[src/rtl/tcsw_pkg.sv]
// Shared types and character codes for the text console screen writer.
// Used by every module in rtl except tcsw_step_unit; depends on nothing.
package tcsw_pkg;

  typedef logic [15:0] cell_t;

  typedef struct packed {
    logic       mode;
    logic [7:0] char_code;
    logic [7:0] attribute;
    logic [10:0] cell_address;
  } req_t;

  typedef struct packed {
    logic [4:0] cursor_row;
    logic [6:0] cursor_column;
    cell_t      cell_data;
  } rsp_t;

  localparam logic MODE_PUT  = 1'b0;
  localparam logic MODE_READ = 1'b1;

  localparam logic [7:0] CH_BS       = 8'd8;
  localparam logic [7:0] CH_TAB      = 8'd9;
  localparam logic [7:0] CH_LF       = 8'd10;
  localparam logic [7:0] CH_VT       = 8'd11;
  localparam logic [7:0] CH_FF       = 8'd12;
  localparam logic [7:0] CH_CR       = 8'd13;
  localparam logic [7:0] CH_SPACE    = 8'd32;
  localparam logic [7:0] CH_PRINT_LO = 8'd32;
  localparam logic [7:0] CH_PRINT_HI = 8'd126;

  localparam int TAB_STOP_BITS = 3;

endpackage

[src/rtl/tcsw_step_unit.sv]
// Shared pointer step unit: increments the walk pointer and compares it
// against the end of the current walk. No package dependencies.
module tcsw_step_unit #(
  parameter int AW = 11
) (
  input  logic [AW-1:0] ptr,
  input  logic [AW-1:0] limit,
  output logic [AW-1:0] ptr_inc,
  output logic          ptr_hit
);

  assign ptr_inc = ptr + AW'(1);
  assign ptr_hit = (ptr_inc == limit);

endmodule

[src/rtl/tcsw_seq.sv]
// Command sequencer: cursor state, byte decode, fill, scroll and clear walks.
// Depends on tcsw_pkg and tcsw_step_unit; drives the screen memory ports.
module tcsw_seq #(
  parameter int COLUMNS = 80,
  parameter int ROWS    = 25,
  parameter int IW      = 11
) (
  input  logic            clk,
  input  logic            rst,
  input  logic            start,
  input  tcsw_pkg::req_t  req_in,
  output logic            idle,
  output logic            done,
  input  logic            out_free,
  output tcsw_pkg::rsp_t  rsp,
  output logic            ram_we,
  output logic [IW-1:0]   ram_waddr,
  output tcsw_pkg::cell_t ram_wdata,
  output logic [IW-1:0]   ram_raddr,
  input  tcsw_pkg::cell_t ram_rdata
);
  import tcsw_pkg::*;

  localparam int CELLS = ROWS * COLUMNS;
  localparam int AW    = $clog2(CELLS + 1);
  localparam int RW    = $clog2(ROWS);
  localparam int CW    = $clog2(COLUMNS + 1);

  localparam logic [AW-1:0] CELLS_A    = AW'(CELLS);
  localparam logic [AW-1:0] COLS_A     = AW'(COLUMNS);
  localparam logic [AW-1:0] LAST_ROW_A = AW'(CELLS - COLUMNS);
  localparam logic [RW-1:0] LAST_ROW   = RW'(ROWS - 1);
  localparam logic [CW-1:0] COLS_C     = CW'(COLUMNS);
  localparam logic [CW:0]   COLS_X     = (CW + 1)'(COLUMNS);
  localparam logic [CW:0]   TAB_MASK   = (CW + 1)'((1 << TAB_STOP_BITS) - 1);

  typedef enum logic [2:0] {
    S_IDLE, S_EXEC, S_READ, S_POST, S_FILL, S_SCROLL, S_SCROLL_LAST, S_DONE
  } state_t;

  state_t        state;
  state_t        fill_ret;
  req_t          req;
  logic [RW-1:0] row;
  logic [CW-1:0] col;
  logic [AW-1:0] base;
  logic [AW-1:0] ptr;
  logic [AW-1:0] fill_end;
  cell_t         fill_data;
  logic [AW-1:0] lag_addr;
  logic          lag_valid;
  logic          adv;
  cell_t         data;

  logic [AW-1:0] step_limit;
  logic [AW-1:0] ptr_inc;
  logic          ptr_hit;

  cell_t         blank;
  logic [AW-1:0] cur_addr;
  logic [AW-1:0] bs_addr;
  logic [AW-1:0] lag_dst;
  logic [CW:0]   next_stop;
  logic [CW-1:0] col_tab;
  logic [AW-1:0] tab_end;
  logic [31:0]   rd_wide;
  logic          rd_in_range;
  logic          printable;
  logic          wrap;
  logic [31:0]   row_wide;
  logic [31:0]   col_wide;

  tcsw_step_unit #(.AW(AW)) u_step (
    .ptr     (ptr),
    .limit   (step_limit),
    .ptr_inc (ptr_inc),
    .ptr_hit (ptr_hit)
  );

  assign step_limit = (state == S_FILL) ? fill_end : CELLS_A;

  assign blank       = {req.attribute, CH_SPACE};
  assign cur_addr    = base + AW'(col);
  assign bs_addr     = cur_addr - AW'(1);
  assign lag_dst     = lag_addr - COLS_A;
  assign next_stop   = ({1'b0, col} | TAB_MASK) + (CW + 1)'(1);
  assign col_tab     = (next_stop >= COLS_X) ? COLS_C : next_stop[CW-1:0];
  assign tab_end     = base + AW'(col_tab);
  assign rd_wide     = 32'(req.cell_address);
  assign rd_in_range = (rd_wide < 32'(CELLS));
  assign printable   = (req.char_code >= CH_PRINT_LO) && (req.char_code <= CH_PRINT_HI);
  assign wrap        = (col == COLS_C);

  assign idle = (state == S_IDLE);
  assign done = (state == S_DONE);

  assign row_wide          = 32'(row);
  assign col_wide          = 32'(col);
  assign rsp.cursor_row    = row_wide[4:0];
  assign rsp.cursor_column = col_wide[6:0];
  assign rsp.cell_data     = data;

  always_comb begin
    ram_we    = 1'b0;
    ram_waddr = ptr[IW-1:0];
    ram_wdata = fill_data;
    ram_raddr = ptr[IW-1:0];
    unique case (state)
      S_EXEC: begin
        ram_raddr = rd_wide[IW-1:0];
        if (req.mode == MODE_PUT) begin
          if (req.char_code == CH_BS) begin
            if (col != '0) begin
              ram_we    = 1'b1;
              ram_waddr = bs_addr[IW-1:0];
              ram_wdata = blank;
            end
          end else if (printable) begin
            ram_we    = 1'b1;
            ram_waddr = cur_addr[IW-1:0];
            ram_wdata = {req.attribute, req.char_code};
          end
        end
      end
      S_FILL: begin
        ram_we = 1'b1;
      end
      S_SCROLL, S_SCROLL_LAST: begin
        ram_we    = lag_valid;
        ram_waddr = lag_dst[IW-1:0];
        ram_wdata = ram_rdata;
      end
      default: begin
        ram_we = 1'b0;
      end
    endcase
  end

  always_ff @(posedge clk) begin
    if (rst) begin
      state     <= S_FILL;
      fill_ret  <= S_IDLE;
      ptr       <= '0;
      fill_end  <= CELLS_A;
      fill_data <= '0;
      row       <= '0;
      col       <= '0;
      base      <= '0;
      lag_valid <= 1'b0;
      adv       <= 1'b0;
    end else begin
      unique case (state)
        S_IDLE: begin
          if (start) begin
            req   <= req_in;
            adv   <= 1'b0;
            state <= S_EXEC;
          end
        end
        S_EXEC: begin
          data <= '0;
          if (req.mode == MODE_READ) begin
            state <= rd_in_range ? S_READ : S_DONE;
          end else begin
            state <= S_POST;
            unique case (req.char_code)
              CH_LF: begin
                col <= '0;
                adv <= 1'b1;
              end
              CH_CR: begin
                col <= '0;
              end
              CH_TAB: begin
                ptr       <= cur_addr;
                fill_end  <= tab_end;
                fill_data <= blank;
                col       <= col_tab;
                fill_ret  <= S_POST;
                state     <= S_FILL;
              end
              CH_BS: begin
                if (col != '0) begin
                  col <= col - CW'(1);
                end
              end
              CH_FF: begin
                row       <= '0;
                col       <= '0;
                base      <= '0;
                ptr       <= '0;
                fill_end  <= CELLS_A;
                fill_data <= blank;
                fill_ret  <= S_DONE;
                state     <= S_FILL;
              end
              CH_VT: begin
                adv <= 1'b1;
              end
              default: begin
                if (printable) begin
                  col <= col + CW'(1);
                end
              end
            endcase
          end
        end
        S_READ: begin
          data  <= ram_rdata;
          state <= S_DONE;
        end
        S_POST: begin
          if (wrap) begin
            col <= '0;
          end
          if (wrap || adv) begin
            if (row == LAST_ROW) begin
              ptr       <= COLS_A;
              lag_valid <= 1'b0;
              state     <= S_SCROLL;
            end else begin
              row   <= row + RW'(1);
              base  <= base + COLS_A;
              state <= S_DONE;
            end
          end else begin
            state <= S_DONE;
          end
        end
        S_FILL: begin
          ptr <= ptr_inc;
          if (ptr_hit) begin
            state <= fill_ret;
          end
        end
        S_SCROLL: begin
          lag_addr  <= ptr;
          lag_valid <= 1'b1;
          ptr       <= ptr_inc;
          if (ptr_hit) begin
            state <= S_SCROLL_LAST;
          end
        end
        S_SCROLL_LAST: begin
          ptr       <= LAST_ROW_A;
          fill_end  <= CELLS_A;
          fill_data <= blank;
          fill_ret  <= S_DONE;
          state     <= S_FILL;
        end
        S_DONE: begin
          if (out_free) begin
            state <= S_IDLE;
          end
        end
        default: begin
          state <= S_IDLE;
        end
      endcase
    end
  end

endmodule

[config.mk]
export PLATFORM = sky130hd
export DESIGN_NAME = tcsw_seq
export DESIGN_NICKNAME = d
export VERILOG_FILES = /design/src/rtl/tcsw_pkg.sv /design/src/rtl/tcsw_step_unit.sv /design/src/rtl/tcsw_seq.sv
export SDC_FILE = /design/constraint.sdc
export NUM_CORES = 1
export LEC_CHECK = 0
export ABC_AREA = 0
export BUFFER_PORTS_ARGS = -buffer_cell sky130_fd_sc_hd__buf_2
export CORE_MARGIN = 2
export CORE_UTILIZATION = 61
export DETAILED_ROUTE_END_ITERATION = 6
export PLACE_DENSITY = 0.89
export SLEW_MARGIN = 30
export SYNTH_ARGS = -nofsm -noshare
export SYNTH_HDL_FRONTEND = slang
export SYNTH_HIERARCHICAL = 1
export SYNTH_SLANG_ARGS = --single-unit
export TNS_END_PERCENT = 5
[constraint.sdc]
create_clock -name clk -period 5.2 [get_ports clk]
set_clock_uncertainty 0.1 [all_clocks]
set_input_delay 0.52 -clock clk [delete_from_list [all_inputs] [get_ports clk]]
set_output_delay 0.52 -clock clk [all_outputs]
set_load 0.02 [all_outputs]
==> results summary, run 1 <==
The run finished with clean final reports. Leaving out fill and tap cells, the most frequent cell in the layout is sky130_fd_sc_hd__buf_2. The TritonCTS sink count came out at 109.

The critical path launch point type is a register. The portion of total power attributed to combinational logic came out at 3.8%. For this block, the routed nets add up to 19860 um of wire.

The leading register cell type out of synthesis is sky130_fd_sc_hd__edfxtp_1. Prior to clock tree synthesis, the placed netlist has a worst setup slack of 1.617 ns. The post-route setup TNS came out at 0 ns. The number of enable-type register cells in the synthesized netlist is 55. In the finished design, the share of the clock period the worst path needs comes to 78.95%. The area of the die is 11890 sq um. The proportion of layout cells with a drive suffix above 1 is 19.48%. STA puts the critical path data arrival time at 3.49 ns.

Sequential elements use 40.59% of the synthesized area. The fmax came out at 0.2436 GHz. Counting the fill cells in the layout gives 832.

The number of input and output port buffers inserted is 116. STA puts the critical path data required time at 4.58 ns. Detailed placement ended at an HPWL of 14850 um. The die is 109.1 um tall. The critical path is of the reg2out type. By area the synthesized netlist is led by sky130_fd_sc_hd__edfxtp_1 (25%), sky130_fd_sc_hd__dfxtp_1 (16%), sky130_fd_sc_hd__nand2_1 (5.3%), sky130_fd_sc_hd__nor2_1 (3.9%), sky130_fd_sc_hd__ha_1 (3.5%). In the synthesized netlist, the number of instances is 752. TritonCTS built the clock tree. The proportion of power drawn by flip-flops and latches is 61.4%. The final number of setup-violating endpoints came out at 0. The later-pin clock latency in the skew report came out at 0.41 ns. The count of pins over their slew limit is 0. The total CTS buffers came out at 9. The aggregate global routing overflow came out at 0.

The time the worst path needs with I/O delays and setup came out at 4.106 ns. The area overhead of the layout relative to synthesis came out at 12.40%. Pin placement for this block handled 117 I/O pins. The floorplan has 38 rows. The final net count came out at 911. The reported net switching power is 0.3643 mW. The diode insertion count for antenna repair is 0. The worst pin sits at a relative slew slack of 37.34%. The synthesized cell area came out at 6733 sq um. CTS placed an instance of sky130_fd_sc_hd__clkbuf_8 at the clock tree root. The clock slew at the register clock pins of the worst setup and hold paths came out at 0.12 ns. In the synthesized netlist the async set-or-reset flop fraction comes to 0%. The initial utilization of the core area, before any placement, comes to 62.38%. The final setup slack of the worst path came out at 1.094 ns. The number of hold buffers added after cts is 0. In this run, post-CTS repair resized a total of 0 instances.

The design internal power came out at 1.111 mW. The largest fanout on the critical path came out at 11. The clock passes through at most 2 buffers.

The number of post-CTS setup repair buffers came out at 0. Synthesis produced a netlist with a net count of 821. The peak supply drop is 0.1434 mV. The detail route stage leaves a number of antenna-violating nets equal to 0.

The type of the worst min-delay path is in2reg. The detailed-router iteration count before antenna repair is 6. The library cells used most frequently in the layout, excluding fill and tap cells, are sky130_fd_sc_hd__buf_2 (116), sky130_fd_sc_hd__nand2_1 (95), sky130_fd_sc_hd__nor2_1 (67). The area of the core came out at 10790 sq um. The first global-routing pass estimated 31080 um of wire.

The number of endpoints with negative hold slack in the final report was 0. Entering global routing, the biggest net connects 48 pins. The clock network fraction of design power came out at 34.8%.

The average footprint of a synthesized cell is 8.953 sq um. Power comes to 1.476 mW. The total routing resource utilization after global routing came out at 34.15%. The post-synthesis cell type count is 78. The initial antenna violation count came to 0.

Net switching is 24.69% of the power. The yosys synthesis warning count is 6. The via count of the first global-routing pass came to 6052. The biggest area contributor in the post-synthesis netlist is sky130_fd_sc_hd__edfxtp_1. The total vias in the final route came out at 6418. The detailed router finished its first iteration with 736 violations. STA classifies the critical path endpoint as a primary output.

The number of maximum-capacitance violations is 0. The H-tree generated during clock tree synthesis spans 3 levels. The average wire length per cell after detail routing came out at 20.12 um. Setup repair after global routing left no endpoint under its margin. The die outline width came out at 109.1 um. The post-detailed-route DRC marker count came out at 0. The number of synthesized register bits came out at 109. The total leakage power is 3.245 nW.

The final weighted congestion in routability-driven placement is 0.9357. In this run the power density over the cells is 195.0 nW/um^2. The mean number of vias per cell came out at 6.503. The proportion of netlist area held by the largest area contributor is 24.53%. The transition time of the tightest slew-check pin is 0.9399 ns.
==> worst max-delay path, cell delays in order (launching register included) <==
cell	delay (ns)
sky130_fd_sc_hd__dfxtp_1	0.44
sky130_fd_sc_hd__inv_1	0.20
sky130_fd_sc_hd__ha_1	0.18
sky130_fd_sc_hd__or4b_1	0.46
sky130_fd_sc_hd__o311ai_1	0.29
sky130_fd_sc_hd__buf_4	0.25
sky130_fd_sc_hd__nand2_1	0.25
sky130_fd_sc_hd__o21bai_2	0.50
sky130_fd_sc_hd__a222oi_1	0.21
sky130_fd_sc_hd__inv_1	0.11
sky130_fd_sc_hd__buf_2	0.16
==> cells by family after synthesis <==
family	share of synthesized area [%]
AO/OA/AOI/OAI	20.87
XOR/XNOR	7.508
adder cells (fa/ha/maj)	4.126
buffers and inverters	4.534
flip-flops	40.59
multiplexers	0.4460
other	0.05570
AND/OR/NAND/NOR	21.87
==> cell type report <==
| cell class | instances | area (sq um) | area share [%] |
|---|---|---|---|
| clock buffer | 9 | 123.9 | 1.637 |
| clock inverter | 7 | 67.56 | 0.8929 |
| inverter | 29 | 108.9 | 1.438 |
| multi-input combinational | 569 | 3719 | 49.14 |
| sequential | 109 | 2733 | 36.11 |
| tap | 140 | 175.2 | 2.315 |
| timing repair buffer | 124 | 640.6 | 8.466 |
==> power by group through the flow <==
stage | clock network [mW] | logic (mW) | registers [mW]
3_5_place_dp | 0 | 0.0559 | 0.925
4_1_cts | 0.515 | 0.0559 | 0.906
2_1_floorplan | 0 | 0.0263 | 0.922
5_1_grt | 0.541 | 0.0611 | 0.906
3_3_place_gp | 0 | 0.0541 | 0.925
6_report | 0.513 | 0.0563 | 0.906
==> through the flow <==
stage,instances,cell area (sq um),utilization [%],hold WS [ns]
after global routing,987,7567,70.11,0.1789
after floorplan,752,6733,-,0.3273
final,987,7567,70.11,0.1778
after global placement,971,7363,68.22,0.3376
after CTS,987,7562,70.07,0.1746
after detailed placement,971,7371,68.29,0.3458
==> registers in the layout, indices dropped and copies added (netlist names) <==
signal,count
fill_ret,2
blank,8
base,7
req,9
lag_addr,11
ptr,11
rd_wide,11
fill_end,9
lag_valid,1
state,3
adv,1
col,7
fill_data,8
data,16
row,5
==> cells in the mapped netlist (4+ instances only) <==
cell type and n:
sky130_fd_sc_hd__nor3b_1 7, sky130_fd_sc_hd__o21bai_1 5, sky130_fd_sc_hd__a211oi_1 16, sky130_fd_sc_hd__o21a_1 9
sky130_fd_sc_hd__nor2b_1 8, sky130_fd_sc_hd__o211ai_1 9, sky130_fd_sc_hd__a222oi_1 9, sky130_fd_sc_hd__a31oi_1 5
sky130_fd_sc_hd__xnor2_1 24, sky130_fd_sc_hd__a221oi_1 4, sky130_fd_sc_hd__dfxtp_1 54, sky130_fd_sc_hd__nor2_1 70
sky130_fd_sc_hd__nor4_1 6, sky130_fd_sc_hd__a21o_1 5, sky130_fd_sc_hd__xor2_1 26, sky130_fd_sc_hd__buf_2 7
sky130_fd_sc_hd__nor3_1 18, sky130_fd_sc_hd__o221ai_1 4, sky130_fd_sc_hd__and2_1 4, sky130_fd_sc_hd__or3_1 12
sky130_fd_sc_hd__a21oi_1 46, sky130_fd_sc_hd__o31a_1 6, sky130_fd_sc_hd__and3_1 18, sky130_fd_sc_hd__nand2_1 95
sky130_fd_sc_hd__a22oi_1 15, sky130_fd_sc_hd__o22ai_1 8, sky130_fd_sc_hd__nand4_1 7, sky130_fd_sc_hd__a22o_1 6
sky130_fd_sc_hd__inv_1 28, sky130_fd_sc_hd__nand2b_1 7, sky130_fd_sc_hd__nand3_1 11, sky130_fd_sc_hd__o21ai_0 28
sky130_fd_sc_hd__ha_1 19, sky130_fd_sc_hd__clkbuf_1 34, sky130_fd_sc_hd__edfxtp_1 55
==> final timing paths <==
path	from	to	slack, ns	cells after the start
setup / recovery	col[0]	ram_wdata[12]	1.09	10
hold reg to reg	fill_end[5]	fill_end[5]	0.36	2
setup reg to reg	req[25]	col[6]	1.65	10
hold / removal	req_in[23]	req[23]	0.18	1
==> per-layer routing <==
metal | global-route usage, % | wire length (um) | vias to the layer above
met5 | 0 | 0 | -
met4 | 17.77 | 746 | 0
met3 | 6.455 | 1985 | 71
met2 | 55.90 | 9355 | 389
met1 | 42.84 | 7768 | 3009
li1 | - | - | 2949
Note: power is estimated with default switching activity, not from simulation.
==> run 2, diff against run 1 <==
Settings changed: CORE_UTILIZATION 61 to 57, PLACE_DENSITY 0.89 to 0.84.
Clock period 5.2 ns to 3.9 ns, I/O delays scaled along.
==> run 2 against run 1 <==
Net effect: clock power up 79%; flip-flop and latch count unchanged; register-to-register slack worse by 1.1 ns; worst hold slack worse by 0.083 ns; setup slack worse by 0.96 ns; wire length up 1.2%; largest cell class unchanged; largest power group unchanged.
==> results summary, run 2 (synthesis results as in run 1) <==
The run finished with clean final reports. The tightest min-delay check is of the in2reg type. The worst endpoint data arrival time came out at 3.27 ns. The master cell of the clock root buffer is sky130_fd_sc_hd__clkbuf_16. Entering global routing, the biggest net connects 48 pins. The die outline width is 112.7 um.

The height of the chip is 112.7 um. Global routing finished with a remaining overflow of 0. Counting along the longest clock path gives a buffer depth of 2. The worst hold path terminates at req[24].

The register with the most flip-flops in the layout has 16 of them. The worst slack at placement came out at 0.4142 ns. The area overhead of the layout relative to synthesis is 15.93%. The initial detailed-routing violation count is 922. The post-detailed-route DRC marker count came out at 0. Across the run, the number of max-cap violations was 0. The row count is 39.

The origin of the critical flop-to-flop path is col[3]. The total power density per cell area came out at 282.0 nW/um^2. The type of destination of the critical path is a primary output. The standard cell area after detailed placement is 7487 sq um.

The endpoint of the most critical register-to-register path is fill_end[7]. In this run the most critical hold path is launched from req_in[24]. The met1 global-route usage came out at 39.40%. The number of input and output port buffers inserted came out at 116.

The count of pins over their slew limit came out at 0. The total CTS buffers came out at 9. The wire length of the first global-routing pass came out at 31380 um. For flop-to-flop paths, the worst setup slack is 0.52 ns. The final net count is 927. The level count of the clock H-tree is 3. Cells fill 68.06% of the core in the end. The fill cell instance count of the final layout came out at 888.

Setup repair after global routing could not meet its margin everywhere. For this configuration, the core starts out at a cell density of 58.71%. data holds more flip-flops than any other register. The via count of the first global-routing pass came out at 6108. Gates resized during post-CTS repair numbered 0. The mean number of vias per cell came out at 6.395. The worst path required time is 3.41 ns. The count of boundary I/O pins came out at 117. The global routing's busiest layer is met2. The total placed cells including tap cells is 990.

The residual antenna-violating net count after detailed routing is 0. The diode insertion count for antenna repair came out at 0. The worst path in the final design needs a cycle of 3.763 ns, including I/O delays and setup. Summed over all cells, the static leakage comes to 3.372 nW. The number of post-CTS setup repair buffers came out at 0.

The global routing met2 resource utilization came out at 52.18%. Across every metal layer, demand over resource in global routing totals 31.39%. The worst hold slack is 0.09437 ns. The TritonCTS clock tree is built. The average wire length per cell after detail routing is 19.97 um. The number of hold buffers added after cts came out at 0. The startpoint-to-endpoint class of the critical path is reg2out. The number of endpoints with negative hold slack in the final report is 0.

The floorplan step defined a die boundary enclosing 12700 sq um. The half-perimeter wire length after placement came out at 14720 um. Clock-pin slew was measured on the worst setup and hold paths at 0.08 ns. Wires add up to 20090 um.

The finished layout cell area came out at 7805 sq um. Leaving out fill and tap cells, the most frequent cell in the layout is sky130_fd_sc_hd__buf_2. The number of standard cells in the layout, taps in and fillers out is 1006. For the final routed database, the setup TNS stands at 0 ns. The area of the core is 11470 sq um. The initial antenna violation count is 0. Timing would allow up to 0.2658 GHz. The worst setup path is launched from a register. Summing internal, switching and leakage power gives 2.201 mW.

The total vias in the final route came out at 6433. The transition time of the tightest slew-check pin came out at 1.001 ns. The largest fanout on the critical path came out at 10. The top cell types in the final layout, fill and taps aside, are sky130_fd_sc_hd__buf_2 (116), sky130_fd_sc_hd__nand2_1 (95), sky130_fd_sc_hd__nor2_1 (69). The post-route netlist has 21.21% of its cells at a drive strength greater than 1.

The final number of setup-violating endpoints came out at 0. The later-pin clock latency in the skew report is 0.36 ns. The met3 demand-to-capacity share in global routing came out at 6.425%. The clock drives 109 sinks. The hold path depth came out at 1. The worst-case reg-to-reg path depth is 12. The peak supply drop is 0.5192 mV. The relative max-transition margin came out at 33.01%. The detailed-router iteration count before antenna repair came out at 6. The final weighted congestion in routability-driven placement is 0.9689. The final setup slack of the worst path came out at 0.1373 ns. In the finished design, the share of the clock period the worst path needs comes to 96.48%.
run 2: critical path: stages, from the launching register on:
cell and delay [ns]:
sky130_fd_sc_hd__dfxtp_1 0.44, sky130_fd_sc_hd__inv_1 0.21, sky130_fd_sc_hd__ha_1 0.19, sky130_fd_sc_hd__or4b_1 0.50
sky130_fd_sc_hd__o311ai_2 0.37, sky130_fd_sc_hd__buf_4 0.26, sky130_fd_sc_hd__o21ba_2 0.17, sky130_fd_sc_hd__mux2i_1 0.24
sky130_fd_sc_hd__a31oi_1 0.13, sky130_fd_sc_hd__o22ai_1 0.19, sky130_fd_sc_hd__buf_2 0.21
run 2: cell type report:
type,instances,area (sq um),area share (%)
clock buffers,11,252.7,3.238
flip-flops and latches,109,2733,35.01
well taps,143,178.9,2.292
clock inverters,5,41.29,0.5290
multi-input cells,569,3730,47.79
repair buffers,140,760.7,9.747
inverters,29,108.9,1.395
run 2: power by group:
group / switching [mW] / internal (mW) / leakage [nW]
clock: 0.444 / 0.476 / 0.144
combinational: 0.0418 / 0.0331 / 2.29
sequential: 0.00836 / 1.20 / 0.940
total: 0.494 / 1.71 / 3.37
run 2: how the worst max path moves through the flow:
stage	startpoint	end	slack, ns	cells past startpoint
2_1_floorplan	col[0]	ram_waddr[8]	0.76	9
3_3_place_gp	col[0]	ram_wdata[11]	0.45	9
3_5_place_dp	col[0]	ram_wdata[11]	0.41	9
4_1_cts	col[0]	ram_wdata[15]	0.01	9
5_1_grt	col[0]	ram_waddr[9]	-0.008	10
6_report	col[0]	ram_waddr[9]	0.14	10
run 2: layer usage:
| metal | routed length [um] | up-vias |
|---|---|---|
| li1 | - | 2968 |
| met3 | 1835 | 55 |
| met5 | 0 | - |
| met2 | 9617 | 392 |
| met1 | 7925 | 3018 |
| met4 | 708 | 0 |
==> run 3, diff against run 2 <==
Settings changed: CORE_UTILIZATION 57 to 40, PLACE_DENSITY 0.84 to 0.63.
Clock period 3.9 ns to 3.5 ns, I/O delays scaled along.
==> run 3 against run 2 <==
Net effect: the run now ends with DRC left; worst hold slack lost 0.045 ns; clock-buffer cell count fell by 2; sequential share of layout area down 1.2 points; die area grew 41%; first-iteration DRC count shrank 30%; cell count up 9.4%; non-clock buffer count increased by 18; combinational power up 19%; critical endpoint is now ram_waddr[6].
==> results summary, run 3 (synthesis results as in run 1) <==
The via count of the first global-routing pass is 5535. The finished layout cell area came out at 8090 sq um. The total vias in the final route came out at 6184. Of the cells placed in the final design, the portion with a size suffix greater than 1 is 23.50%. Once routing completed, OpenROAD measured the worst setup slack at 0.1098 ns.

The min-delay analysis places its worst path in the category in2reg. The post-detailed-route DRC marker count came out at 2. The worst slack at placement is 0.3740 ns. The most common cell after layout, fill and taps aside is sky130_fd_sc_hd__buf_2.

The count of pins over their slew limit is 0. The number of endpoints with negative hold slack in the final report is 0. After the first detailed-routing iteration, the DRC count stood at 645. The detailed-router iteration count before antenna repair is 7. The checks that failed: DRC. Global routing used 22.40% of the available tracks across all layers. The total routed wirelength is 20130 um. The residual antenna-violating net count after detailed routing came out at 0. The final net count came out at 945. The total area of multi-input combinational cells came out at 3774 sq um. The master cell of the clock root buffer is sky130_fd_sc_hd__clkbuf_16. The initial antenna violation count is 0.

The wire-length estimate of the detail-placed layout is 14940 um. TritonCTS built the clock tree. Data on the critical path is required at its endpoint by 3.05 ns. The number of input and output port buffers inserted came out at 116. The row count is 47. In the final timing run, aggregate negative setup slack is 0 ns. The total CTS buffers is 9. The clock reaches the later pin of the worst-skew pair after 0.37 ns. The design draws 2.479 mW.

The worst hold slack is 0.04964 ns. Setup repair after global routing could not meet its margin everywhere. The fmax came out at 0.2950 GHz.

After detailed routing, the number of vias per cell comes to 5.617. The maximum number of pins on one net before global-route repair is 38. The area of the die is 17890 sq um. The total leakage power is 3.479 nW. The area overhead of the layout relative to synthesis is 20.16%. The type of destination of the critical path is a primary output. For the worst setup path, the data arrival time is 2.94 ns.

The transition time of the tightest slew-check pin is 0.8765 ns. The count of boundary I/O pins is 117. The die outline width came out at 133.7 um. The post-route fraction of the period consumed by the critical path is 96.86%. The total power density per cell area is 306.4 nW/um^2.

The final core utilization is 48.96%. The total placed cells including tap cells came out at 1084. The standard cell area after detailed placement is 7719 sq um. The clock slew at the register clock pins of the worst setup and hold paths came out at 0.08 ns.

The flip-flop count of the largest register, all copies and words added came out at 16. The number of standard cells in the layout, taps in and fillers out came out at 1101. The aggregate global routing overflow came out at 0.

By startpoint and endpoint, the worst setup path is classified as reg2out. The average wire length per cell after detail routing came out at 18.28 um. The starting density of the core came out at 40.74%. The register with the most flip-flops in the final layout is data. The TritonCTS sink count is 109. The flow ran to the end, but the final reports show violations. The fill cell instance count of the final layout came out at 1581. The level count of the clock H-tree came out at 3. The diode insertion count for antenna repair is 0. The area occupied by registers came out at 2733 sq um. The final number of setup-violating endpoints is 0. The final weighted congestion in routability-driven placement is 0.9132. Across the VDD grid, the largest voltage drop is 0.2341 mV. The area of the core is 16520 sq um. The library cells used most frequently in the layout, excluding fill and tap cells, are sky130_fd_sc_hd__buf_2 (116), sky130_fd_sc_hd__nand2_1 (95), sky130_fd_sc_hd__nor2_1 (68). STA classifies the critical path startpoint as a register. The height of the chip is 133.7 um. The wire length of the first global-routing pass came out at 31040 um. Headroom to the max-slew limit came out at 40.95%. The time the worst path needs with I/O delays and setup came out at 3.390 ns. Along the worst path, the maximum fanout reaches 9.

Counting along the longest clock path gives a buffer depth of 2. The number of maximum-capacitance violations is 0.
[run 3: cell types whose count changed in the layout (fill, tap and decap cells not counted), sizes merged]
| cell | before | now |
|---|---|---|
| clkinvlp | 1 | 0 |
| inv | 30 | 32 |
| clkinv | 3 | 4 |
| buf | 140 | 158 |
| clkbuf | 11 | 9 |
[run 3: final cells by class]
class	count	share of cell area, %
Tap cell	220	3.402
Clock inverter	7	0.9279
Multi-Input combinational cell	569	46.64
Clock buffer	9	2.784
Inverter	29	1.345
Timing Repair Buffer	158	11.12
Sequential cell	109	33.78
[run 3: power by group]
| part | internal [mW] | switching, mW | total (mW) |
|---|---|---|---|
| sequential | 1.34 | 0.00423 | 1.34 |
| clock | 0.508 | 0.542 | 1.05 |
| combinational | 0.0401 | 0.0494 | 0.0895 |
[run 3: layer usage]
layer | routed length, um | global-route usage (%) | up-vias
li1 | - | - | 3010
met1 | 9323 | 32.22 | 2927
met2 | 9323 | 34.99 | 225
met3 | 1150 | 2.549 | 22
met4 | 332 | 7.683 | 0
met5 | 0 | 0 | -
[run 3: worst max-delay path: stages, from the launching register on]
cell and delay [ns]:
sky130_fd_sc_hd__dfxtp_1 0.31, sky130_fd_sc_hd__inv_1 0.14, sky130_fd_sc_hd__ha_1 0.20, sky130_fd_sc_hd__or4b_1 0.52, sky130_fd_sc_hd__o311ai_4 0.32, sky130_fd_sc_hd__nand2_1 0.14, sky130_fd_sc_hd__o21bai_2 0.47, sky130_fd_sc_hd__nand2_1 0.13
sky130_fd_sc_hd__o221ai_1 0.12, sky130_fd_sc_hd__buf_2 0.22
[run 3: worst paths after layout]
kind / from / to / slack (ns) / cells after the start
setup reg to reg: req[26] / col[6] / 0.40 / 10
hold / removal: req_in[21] / req[21] / 0.05 / 1
hold reg to reg: fill_data[8] / fill_data[8] / 0.36 / 2
setup / recovery: col[0] / ram_waddr[6] / 0.11 / 9
[run 3: what timing repair did]
| item | CTS | global route |
|---|---|---|
| setup endpoints to repair | 4 | 14 |
| buffers inserted | 0 | 1 |
| pin swaps | 0 | 1 |
| resized for setup | 1 | 9 |
| hold buffers | 0 | 0 |
